===== src/rtl/psr_ram.sv =====
// ----------------------------------------------------------------------------
// psr_ram
// Generic single write port RAM with one registered read port.
// ----------------------------------------------------------------------------
`default_nettype none

module psr_ram #(
  parameter int W = 32,
  parameter int D = 32
) (
  input  wire logic                 clk,
  input  wire logic                 we,
  input  wire logic [$clog2(D)-1:0] waddr,
  input  wire logic [W-1:0]         wdata,
  input  wire logic [$clog2(D)-1:0] raddr,
  output logic      [W-1:0]         rdata
);

  logic [W-1:0] mem_r [D];

  // write and registered read
  always_ff @(posedge clk) begin
    if (we) begin
      mem_r[waddr] <= wdata;
    end
    rdata <= mem_r[raddr];
  end

endmodule

`default_nettype wire


===== config.mk =====
export PLATFORM = sky130hd
export DESIGN_NAME = psr_ram
export DESIGN_NICKNAME = d
export VERILOG_FILES = /design/src/rtl/psr_ram.sv
export SDC_FILE = /design/constraint.sdc
export NUM_CORES = 1
export LEC_CHECK = 0
export BUFFER_PORTS_ARGS = -buffer_cell sky130_fd_sc_hd__buf_4
export CAP_MARGIN = 0
export CORE_ASPECT_RATIO = 2
export CORE_MARGIN = 2
export CORE_UTILIZATION = 46
export CTS_BUF_LIST = sky130_fd_sc_hd__clkbuf_4
export CTS_CLUSTER_DIAMETER = 150
export DETAILED_ROUTE_END_ITERATION = 10
export GPL_ROUTABILITY_DRIVEN = 1
export GPL_TIMING_DRIVEN = 0
export PLACE_DENSITY = 0.67
export SYNTH_ARGS = -nofsm -noshare
export SYNTH_HDL_FRONTEND = slang
export SYNTH_SLANG_ARGS = --single-unit

===== constraint.sdc =====
create_clock -name clk -period 8.3 [get_ports clk]
set_input_delay 1.245 -clock clk [delete_from_list [all_inputs] [get_ports clk]]
set_output_delay 1.245 -clock clk [all_outputs]
set_load 0.005 [all_outputs]

* Word-level counts from Yosys, hierarchy flattened
Memories as Yosys holds them, arrays and structs flattened. A register that Yosys moved wholly into a read port is not among the register bits. Index checks and enable logic that the tools add are counted.
Word-level totals: logic and storage cells 3, input port bits 44, output and inout bits 32, bits in registers 0, bits in writable memories 1024, memories 1
Operators by class: multiplexer cells 2
Memories:
- mem_r | depth 32, width 32, rd ports 1, clocked after Yosys merged registers in 1, write ports 1, RTL line 19 | logic [W-1:0] mem_r [D];
Operators with widths (number):
- 1-bit two-way mux | 2

* Depth between registers and ports, before layout
word-level depth 2, gate-level depth with buffers 8, mapped depth without buffers 5

* Worst setup path before layout
No wires, ideal clock.
path type input-to-reg, start point input waddr[1], end point memory mem_r[12][0] (enable), library setup time 421 ps, path slack 4621 ps, required time 7879 ps, arrival time 3258 ps, buffers on the path 1, cell stages on the path 3, cells stage by stage or3b_2 -> clkbuf_1 -> nor2_1
RTL lines:
- start, declared | RTL line 13 | input wire logic [$clog2(D)-1:0] waddr,
- end, declared | RTL line 19
No word-level cell before the write port.

* Worst setup path after layout
start point register rdata[15] (read register of mem_r), end point output rdata[15]
RTL lines:
- start, declared | RTL line 16 | output logic [W-1:0] rdata
No word-level cell between the ends.

==> results.py <==
metrics = {
    "worst_setup_path": {
        "r2r_slack_ns": 6.63,
        "crit_path_top_delay_cell": "dfxtp_1",
        "worstPathMaxFanout": 1,
        "crit_buf_inv": 1,
        "cp_top_family": "flip-flops",
        "cp_cell_sequence": "buf_4",
        "crit_required_ns": 7.05,
        "start_kind": "flop",
        "worstSetupEndpointType": "output pin",
        "r2r_cells": 5,
        "critical_path_arrival_ns": 1.48,
        "r2r-start": "mem_r[7][13]$_DFFE_PP_",
        "critical_path_class": "flop to output pin",
        "rr_endpoint": "rdata[13]$_DFF_P_",
        "max_stage_delay_ns": 0.34,
    },
    "pwr": {
        "p_int_w": 0.00784,
        "p_total_w": 0.0102,
        "ir_drop_uv": 94.8,
        "clockPowerShare_pct": 35.4,
        "combPwrFrac_pct": 6.0,
        "p_sw_w": 0.00231,
        "leakage_nw": 16.2,
        "switching_share_pct": 22.8,
        "power_density_nw_per_um2": 221,
        "power_frac_seq_pct": 58.5,
    },
    "grt": {
        "grt_max_degree": 33,
        "antenna_found_initial": 5,
        "grt_pass1_vias": 23400,
        "grt_pass1_wl_mm": 146,
        "grt-ovfl-total": 0,
        "grt_usage_pct": 22.7,
    },
    "detailed_routing": {
        "dr.pass1.iters": 6,
        "first_iter_violations": 1678,
        "drc": 0,
        "totalWireLength_mm": 102,
        "antenna_left": 0,
        "via_per_inst": 5.65,
        "vias": 22000,
        "wl_per_cell_um": 26.2,
    },
    "die": {
        "die_area_um2": 90500,
        "io_pins": 76,
        "core.rowCount": 153,
        "start_util_pct": 46.5,
        "core-area_um2": 87100,
        "die_y_um": 424,
        "die_width_um": 214,
    },
    "synth": {
        "syn_area_per_cell_um2": 17.9,
        "netlist_area_um2": 40500,
        "synth.distinct_cells": 25,
        "yosys_warnings": 0,
        "synth-seq-cells": 1056,
        "synth-seq-area-share_pct": 77.5,
        "syn-num-nets": 2304,
        "syn_inst": 2260,
    },
    "sta": {
        "grt_setup_unrepaired": "no",
        "maxSlewViolCount": 0,
        "finalSetupViolCount": 0,
        "period_share_pct": 32.8,
        "finClkSkew_ns": 0.0371,
        "final.min_clock_period_ns": 2.72,
        "max_freq_ghz": 0.367,
        "fin_tns_setup_ns": 0,
        "worst_pin_slew_ns": 1.14,
        "max_slew_margin_pct": 24.2,
        "finalHoldViolCount": 0,
    },
    "finish": {
        "final_nets": 2622,
        "syn_to_final_growth_pct": 13.5,
        "nFillCells": 6938,
        "drive_gt1_share_pct": 19.4,
        "layout.cells.non_filler": 3898,
    },
    "clock_tree": {
        "clock_sinks": 1056,
        "insertion_delay_ns": 1.05,
        "path_clk_slew_ns": 0.08,
        "postCtsSetupBuffers": 0,
        "ctsHoldBuffers": 0,
        "cts-root-buf": "clkbuf_4",
        "cts_tree": "yes",
        "numCtsBuffers": 210,
        "max-clock-path-buffers": 3,
        "ctsResizeCount": 0,
        "htree_levels": 4,
    },
    "status": {
        "status": "completed",
    },
    "worst_hold_path": {
        "hold_end": "rdata[23]$_DFF_P_",
        "holdPathStages": 4,
        "hp-class": "flop to flop",
        "hold_path_startpoint": "mem_r[10][23]$_DFFE_PP_",
    },
    "job": {
        "cap_viol_max_count": 0,
    },
    "placement": {
        "place_congestion": 0.828,
        "hpwl_mm": 67.4,
        "dp.cells": 3528,
        "portBuffers": 74,
    },
}
cell families after synthesis:
kind of cell	after synthesis	synth area share, %
flops	1056	77.5
mux	512	12.7
compound gates	288	4.85
buf+inv	127	1.86
simple gates	277	3.10
power by group through the flow:
stage | Sequential [W] | Clock, W | Combinational [W]
CTS | 0.00594 | 0.00367 | 0.000614
detailed placement | 0.00606 | 0 | 0.000613
finish | 0.00594 | 0.00360 | 0.000612
global placement | 0.00606 | 0 | 0.000582
global route | 0.00595 | 0.00390 | 0.000646
floorplan | 0.00606 | 0 | 0.000306
routing by layer:
metal | GRT usage (%) | share of wire, %
met1 | 23.0 | 33
met2 | 43.3 | 56
met3 | 3.98 | 5.4
met4 | 12.2 | 5.1
met5 | 0 | 0.043
placed cells by master, fill, tap and decap left out:
| cell type | count |
|---|---|
| diode_2 | 1 |
| a31oi_1 | 32 |
| a21oi_1 | 96 |
| bufinv_16 | 2 |
| nor2_1 | 2 |
| clkinvlp_4 | 2 |
| nor3_1 | 32 |
| nand3_1 | 98 |
| buf_2 | 26 |
| or3_1 | 1 |
| nand2_1 | 98 |
| clkinv_1 | 56 |
| a22oi_1 | 96 |
| dfxtp_1 | 32 |
| a22o_1 | 64 |
| clkbuf_1 | 46 |
| buf_4 | 107 |
| nor2_4 | 32 |
| and2b_1 | 1 |
| buf_12 | 32 |
| and2_1 | 1 |
| inv_2 | 6 |
| nand3b_1 | 5 |
| or2_2 | 1 |
| clkbuf_4 | 300 |
| mux2i_1 | 512 |
| nand2b_1 | 2 |
| buf_6 | 15 |
| buf_1 | 5 |
| nor2b_1 | 1 |
| edfxtp_1 | 1024 |
| or3b_2 | 3 |
| clkinv_2 | 5 |
metrics by stage:
stage	hold slack (ns)	setup slack, ns	cell area (µm²)	utilization, %
finish	0.587	5.58	45900	52.8
global route	0.563	5.49	45900	52.8
CTS	0.507	5.43	45900	52.7
detailed placement	0.608	4.68	43400	49.8
global placement	0.612	2.84	42500	48.8
floorplan	0.553	4.62	40500	-
layout make-up:
class,instances,area (µm²),share of cell area [%]
clock buffers,298,2240,4.87
diodes,1,2.50,0.00545
multi-input cells,1077,8580,18.7
plain buffers,127,753,1.64
well taps,1162,1450,3.16
repair buffers,106,1200,2.60
clock inverters,71,333,0.724
flip-flops and latches,1056,31400,68.3
cell usage after synthesis:
master | instances | share of area (%)
nand3b_1 | 5 | 0.093
nor2_1 | 34 | 0.32
and2b_1 | 1 | 0.019
mux2i_1 | 512 | 13
and2_1 | 1 | 0.015
clkbuf_1 | 46 | 0.43
edfxtp_1 | 1024 | 76
a22o_1 | 64 | 1.4
nor3_1 | 32 | 0.40
nor2b_1 | 1 | 0.015
buf_6 | 15 | 0.42
a31oi_1 | 32 | 0.49
buf_2 | 26 | 0.32
buf_1 | 5 | 0.046
or3_1 | 1 | 0.015
a22oi_1 | 96 | 1.8
clkbuf_4 | 2 | 0.037
or2_2 | 1 | 0.015
nand3_1 | 98 | 1.2
or3b_2 | 3 | 0.065
dfxtp_1 | 32 | 1.6
nand2_1 | 98 | 0.91
buf_4 | 33 | 0.61
a21oi_1 | 96 | 1.2
nand2b_1 | 2 | 0.031
sequential cells by signal, summed over array words and instances (netlist names):
signal,count
mem_r,1024
rdata,32
worst max path at each step:
stage                      start                endpoint  slack [ns]  cells past startpoint
6_report       rdata[15]$_DFF_P_               rdata[15]        5.58                      1
5_1_grt         rdata[9]$_DFF_P_                rdata[9]        5.49                      1
4_1_cts         rdata[9]$_DFF_P_                rdata[9]        5.43                      1
3_5_place_dp            waddr[1]  mem_r[24][7]$_DFFE_PP_        4.68                      5
3_3_place_gp            waddr[1]  mem_r[24][8]$_DFFE_PP_        2.84                      4
2_1_floorplan           waddr[1]  mem_r[12][0]$_DFFE_PP_        4.62                      3
Note: power is estimated with default switching activity, not from simulation.
