<file path="config.mk">
export PLATFORM = sky130hd
export DESIGN_NAME = psr_front
export DESIGN_NICKNAME = d
export VERILOG_FILES = /design/src/rtl/psr_pkg.sv /design/src/rtl/psr_front.sv
export SDC_FILE = /design/constraint.sdc
export NUM_CORES = 1
export LEC_CHECK = 0
export ABC_AREA = 1
export BUFFER_PORTS_ARGS = -buffer_cell sky130_fd_sc_hd__buf_2
export CAP_MARGIN = 20
export CORE_MARGIN = 1.5
export CORE_UTILIZATION = 36
export CTS_BUF_LIST = sky130_fd_sc_hd__clkbuf_16
export DETAILED_ROUTE_END_ITERATION = 16
export HOLD_SLACK_MARGIN = 0.08
export MAX_ROUTING_LAYER = met4
export PLACE_DENSITY_LB_ADDON = 0.25
export SYNTH_ARGS = -nofsm -noshare
export SYNTH_HDL_FRONTEND = slang
export SYNTH_SLANG_ARGS = --single-unit
</file>
<file path="constraint.sdc">
create_clock -name clk -period 2.4 [get_ports clk]
set_input_delay 0.48 -clock clk [delete_from_list [all_inputs] [get_ports clk]]
set_output_delay 0.48 -clock clk [all_outputs]
set_load 0.02 [all_outputs]
</file>
<file path="src/rtl/psr_pkg.sv">
// ----------------------------------------------------------------------------
// psr_pkg
// Shared types, constants and helpers of the particle systematic resampler.
// ----------------------------------------------------------------------------
`default_nettype none

package psr_pkg;

  localparam int MAX_P        = 32;
  localparam int IW           = 5;
  localparam int NW           = 6;
  localparam int OFF_BITS     = 16;
  localparam int HIST_LEN     = 3;
  localparam int HSUM_W       = 7;
  localparam int DEF_WEIGHT_BITS = 32;
  localparam logic [NW-1:0] RST_COUNT = NW'(10);
  localparam logic [NW-1:0] RST_SIZE  = NW'(10);

  typedef enum logic [1:0] {
    KIND_SUMMARY = 2'd0,
    KIND_KEEP    = 2'd1,
    KIND_COPY    = 2'd2
  } kind_t;

  // one round handed from the front to the back
  typedef struct packed {
    logic [NW-1:0]       n;
    logic [NW-1:0]       loaded;
    logic [OFF_BITS-1:0] off;
  } job_t;

  // back to front handshake
  typedef struct packed {
    logic take;
    logic release_ram;
  } bk2fe_t;

  // one result item
  typedef struct packed {
    kind_t             kind;
    logic [IW-1:0]     target;
    logic [IW-1:0]     source;
    logic [NW-1:0]     size;
    logic [HSUM_W-1:0] sum3;
    logic              zero;
    logic              res;
    logic              last;
  } res_t;

  // count register as used: zero acts as one, big values saturate
  function automatic logic [NW-1:0] clamp_count(input logic [NW-1:0] c);
    logic [NW-1:0] r;
    r = c;
    if (c == '0) r = NW'(1);
    if (c > NW'(MAX_P)) r = NW'(MAX_P);
    return r;
  endfunction

endpackage

`default_nettype wire

</file>
<file path="src/rtl/psr_front.sv">
// ----------------------------------------------------------------------------
// psr_front
// Accepts weight items, fills the weight RAM and queues one round job.
// ----------------------------------------------------------------------------
`default_nettype none

module psr_front
  import psr_pkg::*;
#(
  parameter int WEIGHT_BITS = DEF_WEIGHT_BITS
) (
  input  wire logic                   clk,
  input  wire logic                   rst_n,
  input  wire logic                   in_push,
  input  wire logic [WEIGHT_BITS-1:0] in_weight,
  input  wire logic [OFF_BITS-1:0]    in_offset,
  input  wire logic                   in_last_weight,
  output logic                        in_full,
  input  wire logic [NW-1:0]          count,
  output logic                        ram_we,
  output logic      [IW-1:0]          ram_waddr,
  output logic      [WEIGHT_BITS-1:0] ram_wdata,
  output logic                        job_vld,
  output job_t                        job,
  input  wire bk2fe_t                 link
);

  logic [NW-1:0] load_count_r;
  logic          job_vld_r;
  logic          hold_r;
  job_t          job_r;
  logic          acc;
  logic          store;
  logic [NW-1:0] n;

  assign n       = clamp_count(count);
  assign in_full = job_vld_r | hold_r;
  assign acc     = in_push & ~in_full;
  assign store   = load_count_r < n;

  // weight store write
  assign ram_we    = acc & store;
  assign ram_waddr = load_count_r[IW-1:0];
  assign ram_wdata = in_weight;

  // load counter and job queue entry
  always_ff @(posedge clk) begin
    if (!rst_n) begin
      load_count_r <= '0;
      job_vld_r    <= 1'b0;
      hold_r       <= 1'b0;
    end else begin
      if (acc) begin
        if (in_last_weight) begin
          load_count_r <= '0;
          job_vld_r    <= 1'b1;
        end else begin
          load_count_r <= load_count_r + NW'(store);
        end
      end
      if (link.take) begin
        job_vld_r <= 1'b0;
        hold_r    <= 1'b1;
      end
      if (link.release_ram) begin
        hold_r <= 1'b0;
      end
    end
  end

  // job payload
  always_ff @(posedge clk) begin
    if (acc && in_last_weight) begin
      job_r.n      <= n;
      job_r.loaded <= load_count_r + NW'(store);
      job_r.off    <= in_offset;
    end
  end

  assign job_vld = job_vld_r;
  assign job     = job_r;

endmodule

`default_nettype wire

</file>
**Yosys cells after proc, flatten, opt, wreduce, memory -nomap -nowiden**

Index checks and enable logic that the tools add are counted.

- Register bits: 36
- Bits of input ports: 60
- Output and inout port bits: 68
- Logic and storage cells: 22

- Add/sub/neg operators: 1
- Order comparisons: 2
- Mux-type cells: 3
- Bitwise gates (word level): 5
- Reductions and logical operators: 5

Operators by type and width:

| operator | number |
|---|---|
| 2-to-1 mux 6 bit | 3 |
| adder 6 x 1 -> 6 bit | 1 |
| greater-than comparator 6 bit, second input constant | 1 |
| logical NOT 6 bit | 1 |
| less-than comparator 6 bit | 1 |
| OR reduction 2 bit | 2 |
| bitwise AND 1 bit | 2 |
| NOT 1 bit | 2 |
| AND reduction 2 bit | 1 |
| logical AND 1 bit | 1 |
| OR 1 bit | 1 |

**Depth between registers and ports, before layout**

Gate-level depths: netlist (run 1).

- Word-level depth: 6
- Gate-level depth with buffers: 17
- Gate-level depth less buffers: 17

**Worst setup path after synthesis (run 1)**

No wires, ideal clock.

- Path kind: input -> register
- Start point: input count[1]
- End point: register load_count_r[2]
- Setup time: 0.120 ns
- Arrival time: 2.313 ns
- Data required time: 2.280 ns
- Path slack: -0.033 ns
- Stages on the path: 14
- Path buffers: 0
- Path through: nor2_1 nand2_1 o21ai_0 nand2_1 ha_1 a21oi_1 o21a_1 nand2_1 inv_1 ha_1 ha_1 xor2_1 a22oi_1 nor2_1

- Longest elaborated chain between the ends: 6
- Elaborated cells between the ends (all ways): 7
- Those cells by class: add/sub (1); order compare (2); mux (3); reduce/logical (1)

Ends and longest elaborated chain:

| element | line | RTL |
|---|---|---|
| from (decl) | psr_front.sv:19 | `input wire logic [NW-1:0] count,` |
| branches (longest 2 deep; another with greater-than comparator 6 bit) | -- |  |
| 2-to-1 mux 6 bit * | psr_pkg.sv:55 | `if (c > NW'(MAX_P)) r = NW'(MAX_P);` |
| less-than comparator 6 bit * | psr_front.sv:39 | `assign store = load_count_r < n;` |
| adder 6 x 1 -> 6 bit * | psr_front.sv:58 | `load_count_r <= load_count_r + NW'(store);` |
| 2-to-1 mux 6 bit * | psr_front.sv:54 | `if (in_last_weight) begin` |
| to (signal assigned) | psr_front.sv:58 |  |
| to (decl) | psr_front.sv:28 | `logic [NW-1:0] load_count_r;` |

Mark *: on every way between the ends.
A chain may end at the register's enable or synchronous reset.

**Worst setup path after layout (run 1)**

- Start point: input count[3]
- End point: output ram_we

- Longest elaborated chain between the ends: 5
- Elaborated cells between the ends (all ways): 6
- Those cells by class: order compare (2); mux (2); bitwise (1); reduce/logical (1)

Ends and longest elaborated chain:

| element | line | RTL |
|---|---|---|
| branches (longest 2 deep; another with greater-than comparator 6 bit) | -- |  |
| 2-to-1 mux 6 bit * | psr_pkg.sv:55 |  |
| less-than comparator 6 bit * | psr_front.sv:39 |  |
| bitwise AND 1 bit * | psr_front.sv:42 | `assign ram_we = acc & store;` |
| to (decl) | psr_front.sv:20 | `output logic ram_we,` |

Marked as above.

==> run summary, run 1 <==
The internal power contribution is 1142 uW. The number of global-route vias before repair came to 1069. Combinational logic is responsible for 10.3% of the overall power. Of the cells placed in the final design, the portion with a size suffix greater than 1 is 54.87%. In the post-synthesis netlist, the biggest area contributors are sky130_fd_sc_hd__edfxtp_1 49%, sky130_fd_sc_hd__buf_4 16%, sky130_fd_sc_hd__dfxtp_1 9.3%, sky130_fd_sc_hd__nand2_1 5.2%, sky130_fd_sc_hd__ha_1 5.1%.

The die boundary width came out at 72.16 um. The wire length per cell came out at 14.61 um. The number of DRC violations after detailed routing came out at 0.

The count of input and output buffers is 63. The detailed-routing iteration count for the pre-antenna-repair pass is 4. The net switching power of the design came out at 346.0 uW.

The all-layer global routing usage is 14.11%. The critical path goes through buf_2 > nor2_2 > nand2_2 > o21ai_4 > nand2_2 > ha_4 > a21oi_2 > o21a_1 > nand2_2 > nor2_2 > buf_6. The number of max-capacitance violations reported is 0.

The combined area of the multi-input logic cells came out at 452.9 um2. The run finished with clean final reports. The final net count is 261. Of all cell types, the one taking the most synthesized area is sky130_fd_sc_hd__edfxtp_1. The max-slew violation count came to 0. STA classifies the critical path startpoint as an input port. The wire length of the first global-routing pass came out at 5347 um. The total die area came out at 5206 um2. The number of antenna violations at the first check in global routing came out at 0. The number of inserted diodes came out at 0. The unique cell type count in the Yosys netlist came out at 22.

The number of buffer and inverter instances along the worst setup path came out at 2. Summing all flip-flop and latch instances after layout gives 1001 um2. Data on the critical path is required at its endpoint by 1.92 ns. The maximum fanout along the worst path is 3. The path type of the worst min-delay path is in2reg. The placement row count came out at 24. The number of clock sinks seen by CTS came out at 36. In this run, flip-flops and latches consume 47.5% of the power.

The power per cell area came out at 700.6 nW/um2. The clock tree root driver cell is sky130_fd_sc_hd__clkbuf_16. The number of buffers created by CTS came out at 5. The total via count after detailed routing came out at 1150. The layout filler cell count came out at 399. The share of synthesized area occupied by flip-flops and latches came out at 58.14%. The final-report hold violation count is 0. The later-pin clock latency in the skew report is 0.28 ns.

The power share of the clock group came out at 42.2%. The synthesized instance count came out at 153. Counting tap cells, the placed design contains a total of 237 instances.

For the worst setup path, the data arrival time is 1.88 ns. The number of nets with antenna violations after detailed routing is 0. The CTS tree is yes.

Counting every net in the synthesized netlist gives 220. The worst-margin pin slew is 0.3171 ns. In this design, the critical path's most frequently occurring cell is sky130_fd_sc_hd__nand2_2. The pin count of the biggest net entering global routing is 26. The flip-flop and latch count after synthesis came out at 36.

After detailed routing, the total wire length is 3608 um. The hold buffer count at CTS came out at 0. The boundary pin count came out at 128. The worst path needs 2.363 ns of the cycle, external delays included.

The placeable core region is 4474 um2. Setup repair after global routing could not meet its margin everywhere. The clock slew seen by the registers of the worst setup and hold paths came out at 0.05 ns. The post-placement worst setup slack is -0.2006 ns. On the worst path, the slowest cell contributes a delay of 0.23 ns.

The smallest setup slack after layout is 0.03748 ns. The post-route clock skew is 0.005629 ns. The net switching fraction of the power came out at 23.25%. In this run the mean area of a mapped cell was 11.25 um2. The number of warning messages in the yosys log is 0. The vertical die dimension is 72.16 um. Of the available clock period, the critical path in the final layout requires 98.44%. The critical path is of the in2out type. Once the floorplan was initialized, standard cells occupied 38.48% of the core. The detail-routed via count per cell is 4.656. With fillers left out, the area of the finished cells amounts to 2125 um2.

In this run the cell area of the synthesized design comes to 1722 um2. The post-placement cell area is 1888 um2. The top-area cell type share of the netlist area came out at 48.84%. The standby leakage power is 0.0009670 uW. The worst-case vdd ir drop came out at 0.2845 mV. The master of the slowest instance on the critical path is sky130_fd_sc_hd__ha_4.

The overall overflow remaining after global route came out at 0. The estimated wirelength of the detail-placed design is 2727 um. Static timing analysis puts the maximum clock frequency at 423.3 MHz. The number of H-tree branching levels came out at 2. STA classifies the critical path endpoint as an output port. At the end of routability-driven placement, the weighted congestion stood at 0.7249. The cell family contributing the most delay on the critical path is simple AND/OR/NAND/NOR gates. In this run, the number of DRC markers left after iteration 0 of detailed routing was 50. The headroom to the max-slew limit is 78.84%. The final count of negative-setup-slack endpoints came out at 0.

The synthesis-to-finish area growth is 23.40%. The buffer levels on the longest clock path is 2. Leaving out filler cells and counting taps, the final layout contains 247.
timing repair:
action / 4_1_cts / 5_1_grt
setup buffers: 0 / 2
setup endpoints to repair: 1 / 10
hold endpoints to repair: 0 / 0
pin swaps: 0 / 6
gates resized for setup: 3 / 17
placed cells by master, fill, tap and decap left out, drive strengths merged:
cell type | synthesis | layout
buf | 37 | 72
edfxtp | 28 | 28
nand2 | 27 | 27
inv | 16 | 16
nor2 | 9 | 9
dfxtp | 8 | 8
a21oi | 8 | 8
ha | 7 | 7
clkbuf | 1 | 5
nand3 | 3 | 3
clkinv | 0 | 3
xnor2 | 2 | 2
o21ai | 2 | 2
xor2 | 2 | 2
o21a | 1 | 1
a22oi | 1 | 1
nor3 | 1 | 1
cell type report:
class,count,share of cell area [%]
Clock buffer,5,5.889
Inverter,16,2.827
Tap cell,52,3.062
Sequential cell,36,47.11
Multi-Input combinational cell,63,21.32
Timing Repair Buffer,72,18.90
Clock inverter,3,0.8834
through the flow:
stage / setup TNS [ns] / total power (uW) / utilization, % / hold WS, ns
6_report: 0 / 1488 / 47.48 / 0.3607
5_1_grt: -0.3235 / 1549 / 47.48 / 0.3643
4_1_cts: 0 / 1496 / 45.61 / 0.3617
3_5_place_dp: -1.281 / 862.7 / 42.20 / 0.4829
3_3_place_gp: -0.6984 / 858.8 / 42.20 / 0.4777
2_1_floorplan: 0 / 872.7 / - / 0.4627
flip-flops by register name (all words and copies together) (netlist names):
signal / count
load_count_r: 6
hold_r: 1
job: 28
job_vld: 1
kinds of logic after synthesis:
group / after synthesis / synth area share [%]
simple gates: 40 / 10.46
fa+ha+maj: 7 / 5.087
flops: 36 / 58.14
compound gates: 12 / 3.997
xor+xnor: 4 / 2.471
buf+inv: 54 / 19.84
layer usage:
metal  up-vias  global-route usage (%)  wire length (um)  part of all wire, %
li1        544                       -                 -                    -
met1       518                   14.91              1329                   37
met2        70                   23.15              1785                   49
met3        18                   6.250               406                   11
met4         0                   5.660                86                  2.4
met5         -                       -                 0                    0
final timing paths:
path / from / endpoint / slack (ns) / cells past startpoint
max: count[3] / ram_we / 0.04 / 11
min: link[0] / hold_r / 0.36 / 2
max reg2reg: load_count_r[3] / job[21] / 0.45 / 10
min reg2reg: hold_r / hold_r / 0.51 / 2
synth_stat cells, drive strengths merged:
master  instances
xnor2           2
xor2            2
nand2          27
clkbuf          1
edfxtp         28
o21ai           2
nor2            9
o21a            1
buf            37
a22oi           1
dfxtp           8
ha              7
nor3            1
inv            16
a21oi           8
nand3           3
power groups by stage:
stage	sequential, uW	combinational, uW	clock [uW]
after detailed placement	720	143	0
final	707	154	628
after floorplan	748	125	0
after CTS	707	146	644
after global routing	709	168	672
after global placement	719	140	0
(Power assumes the default switching activity.)
==> run 2: changes to the inputs <==
==> constraint.sdc (replaced) <==
create_clock -name clk -period 2.4 [get_ports clk]
set_input_delay 0.12 -clock clk [delete_from_list [all_inputs] [get_ports clk]]
set_output_delay 0.12 -clock clk [all_outputs]
set_load 0.02 [all_outputs]
==> run summary, run 2 (synthesis results as in run 1) <==
The flip-flop count of the largest register, all copies and words added is 28. The met3 routing resource usage after global routing is 5.556%. The later-pin clock latency in the skew report came out at 0.27 ns.

The wire length of the first global-routing pass came out at 5492 um. TritonCTS built the clock tree. The wire-length estimate of the detail-placed layout is 2599 um.

The required time reported for the critical path endpoint is 2.56 ns. The final count of negative-setup-slack endpoints is 0. Port buffering added 63 buffers. The maximum fanout along the worst path is 4.

The detail-routed via count per cell is 4.581. The die boundary width is 72.16 um. The element type at the critical path start is an input port. The cell sitting at the root of the clock tree is a sky130_fd_sc_hd__clkbuf_16. The layer carrying the most global-route usage is met2.

The repair_antennas step left the layout with diodes totalling 0. The all-layer global routing usage came out at 14.09%. Setup repair after global routing left no endpoint under its margin. The power per cell area came out at 710.3 nW/um2. The post-route minimum period is 2.225 ns. The share of the clock period used by the worst path came out at 92.71%.

The global routing met2 resource utilization is 23.56%. STA classifies the critical path endpoint as a flop. The detailed-routing iteration count for the pre-antenna-repair pass came out at 4. Once routing completed, OpenROAD measured the worst setup slack at 0.1750 ns. The worst-margin pin slew came out at 0.3481 ns. Leaving out fill and tap cells, the most frequent cell in the layout is sky130_fd_sc_hd__buf_2. The final net count came out at 272. The DRC violation total after the first TritonRoute iteration is 28. The final cell utilization of the core is 49.58%. The path type of the worst min-delay path is in2reg. The placement row count came out at 24.

The clock arrives with 0.005217 ns of skew. The relative contribution of combinational cells to total power is 10.0%. At the end of routability-driven placement, the weighted congestion stood at 0.7048. The number of DRC violations after detailed routing came out at 0.

The number of post-CTS setup repair buffers came out at 0. The number of max-capacitance violations reported came out at 0. The number of buffers created by CTS is 5. The highest cell delay on the worst timing path came out at 0.54 ns. The floorplan step defined a core boundary enclosing 4474 um2. The final-report hold violation count came out at 0.

The standby leakage power is 0.001019 uW. Global routing finished with a remaining overflow of 0. The number of H-tree branching levels is 2. The met1 usage in global routing is 14.34%.

The maximum clock frequency is 449.4 MHz. In this run the deepest clock path goes through 2 buffers. The number of nets with antenna violations after detailed routing came out at 0. The vertical die dimension is 72.16 um. The detailed router placed 1182 vias in this run. The run finished with clean final reports.

The net switching fraction of the power is 20.65%. The fraction of layout cells with a size suffix above 1 came out at 42.23%. Summing all non-filler instances in the final layout gives an area of 2218 um2. The boundary pin count came out at 128. The power share of the clock group is 45.1%. Traced cell by cell, the critical path runs through dlygate4sd3_1 > buf_2 > inv_2 > nand2_1 > ha_1 > nand2_1 > o21a_1 > nand2_1 > inv_1 > ha_1 > ha_1 > xor2_1 > a22oi_1 > nor2_1. The worst setup path is of the in2reg kind.

Adding up every negative setup slack in the final design gives 0 ns. The number of antenna violations at the first check in global routing is 0. The post-placement cell area is 1831 um2. The max-slew violation count came to 0. The die covers 5206 um2. The number of clock sinks seen by CTS came out at 36.

OpenSTA, run right after detailed placement, puts the worst setup slack at -0.009899 ns. The synthesis-to-finish area growth is 28.85%. The library cells used most frequently in the layout, excluding fill and tap cells, are 63 x sky130_fd_sc_hd__buf_2, 28 x sky130_fd_sc_hd__edfxtp_1, 23 x sky130_fd_sc_hd__nand2_1. The master of the slowest instance on the critical path is sky130_fd_sc_hd__dlygate4sd3_1.

The power consumption came out at 1576 uW. The clock slew seen by the registers of the worst setup and hold paths is 0.06 ns. Sequential cells burn 44.9% of the power. In the final routed layout, each cell accounts on average for 14.01 um. The data arrival time of the worst path is 2.38 ns. The worst-case vdd ir drop is 0.2549 mV. The headroom to the max-slew limit came out at 76.79%. The internal power contribution came out at 1250 uW. Entering global routing, the biggest net connects 27 pins. The initial utilization of the core area, before any placement, comes to 38.48%.

The number of global-route vias before repair came out at 1188. The total detailed-routing wirelength came out at 3615 um. For this design the total switching power over the nets is 325.3 uW.
## run 2: cell count changes in the layout (fill, tap and decap cells not counted), moves of 3 or more
cell	before	now
sky130_fd_sc_hd__nor2_2	4	1
sky130_fd_sc_hd__buf_4	8	1
sky130_fd_sc_hd__nand2_1	19	23
sky130_fd_sc_hd__nand2_2	8	4
sky130_fd_sc_hd__nor2_1	4	7
sky130_fd_sc_hd__dlygate4sd3_1	0	19
## run 2: power groups by stage
stage	combinational, uW	sequential [uW]	clock [uW]
floorplan	124	748	0
global placement	130	719	0
detailed placement	133	720	0
CTS	158	707	729
global route	174	709	758
finish	158	707	710
## run 2: cell type report
type,instances,area [um2]
Sequential cell,36,1001
Clock inverter,3,38.79
Timing Repair Buffer,83,513.0
Inverter,16,60.06
Multi-Input combinational cell,63,415.4
Clock buffer,5,125.1
Fill cell,388,2256
Tap cell,52,65.06
## run 2: what timing repair did
action / CTS / global route
resized for setup: 0 / 7
hold buffers: 19 / 0
endpoints found under the hold margin: 19 / 0
endpoints found under the setup margin: 0 / 9
## run 2: routing by layer
| metal | wire (um) | part of all wire (%) |
|---|---|---|
| met1 | 1446 | 40 |
| met2 | 1628 | 45 |
| met3 | 410 | 11 |
| met4 | 129 | 3.6 |
| met5 | 0 | 0 |
## run 2: final timing paths
| path | startpoint | end | slack (ns) | cells past startpoint |
|---|---|---|---|---|
| setup reg to reg | load_count_r[3] | job[20] | 0.45 | 9 |
| setup / recovery | count[5] | load_count_r[2] | 0.17 | 14 |
| hold reg to reg | hold_r | hold_r | 0.50 | 2 |
| hold / removal | rst_n | job_vld | 0.10 | 3 |
## run 2: critical path, delay by kind of cell
kind,cells,cell delay (ns)
adder cells (fa/ha/maj),3,0.67
AND/OR/NAND/NOR,4,0.28
AO/OA/AOI/OAI,2,0.33
buffers and inverters,4,0.80
XOR/XNOR,1,0.16
## run 2: stage by stage
stage | hold WS (ns) | instances
after global placement | 0.2401 | 231
after CTS | 0.1057 | 258
final | 0.1020 | 258
after global routing | 0.1106 | 258
after floorplan | 0.1924 | 153
after detailed placement | 0.2401 | 231
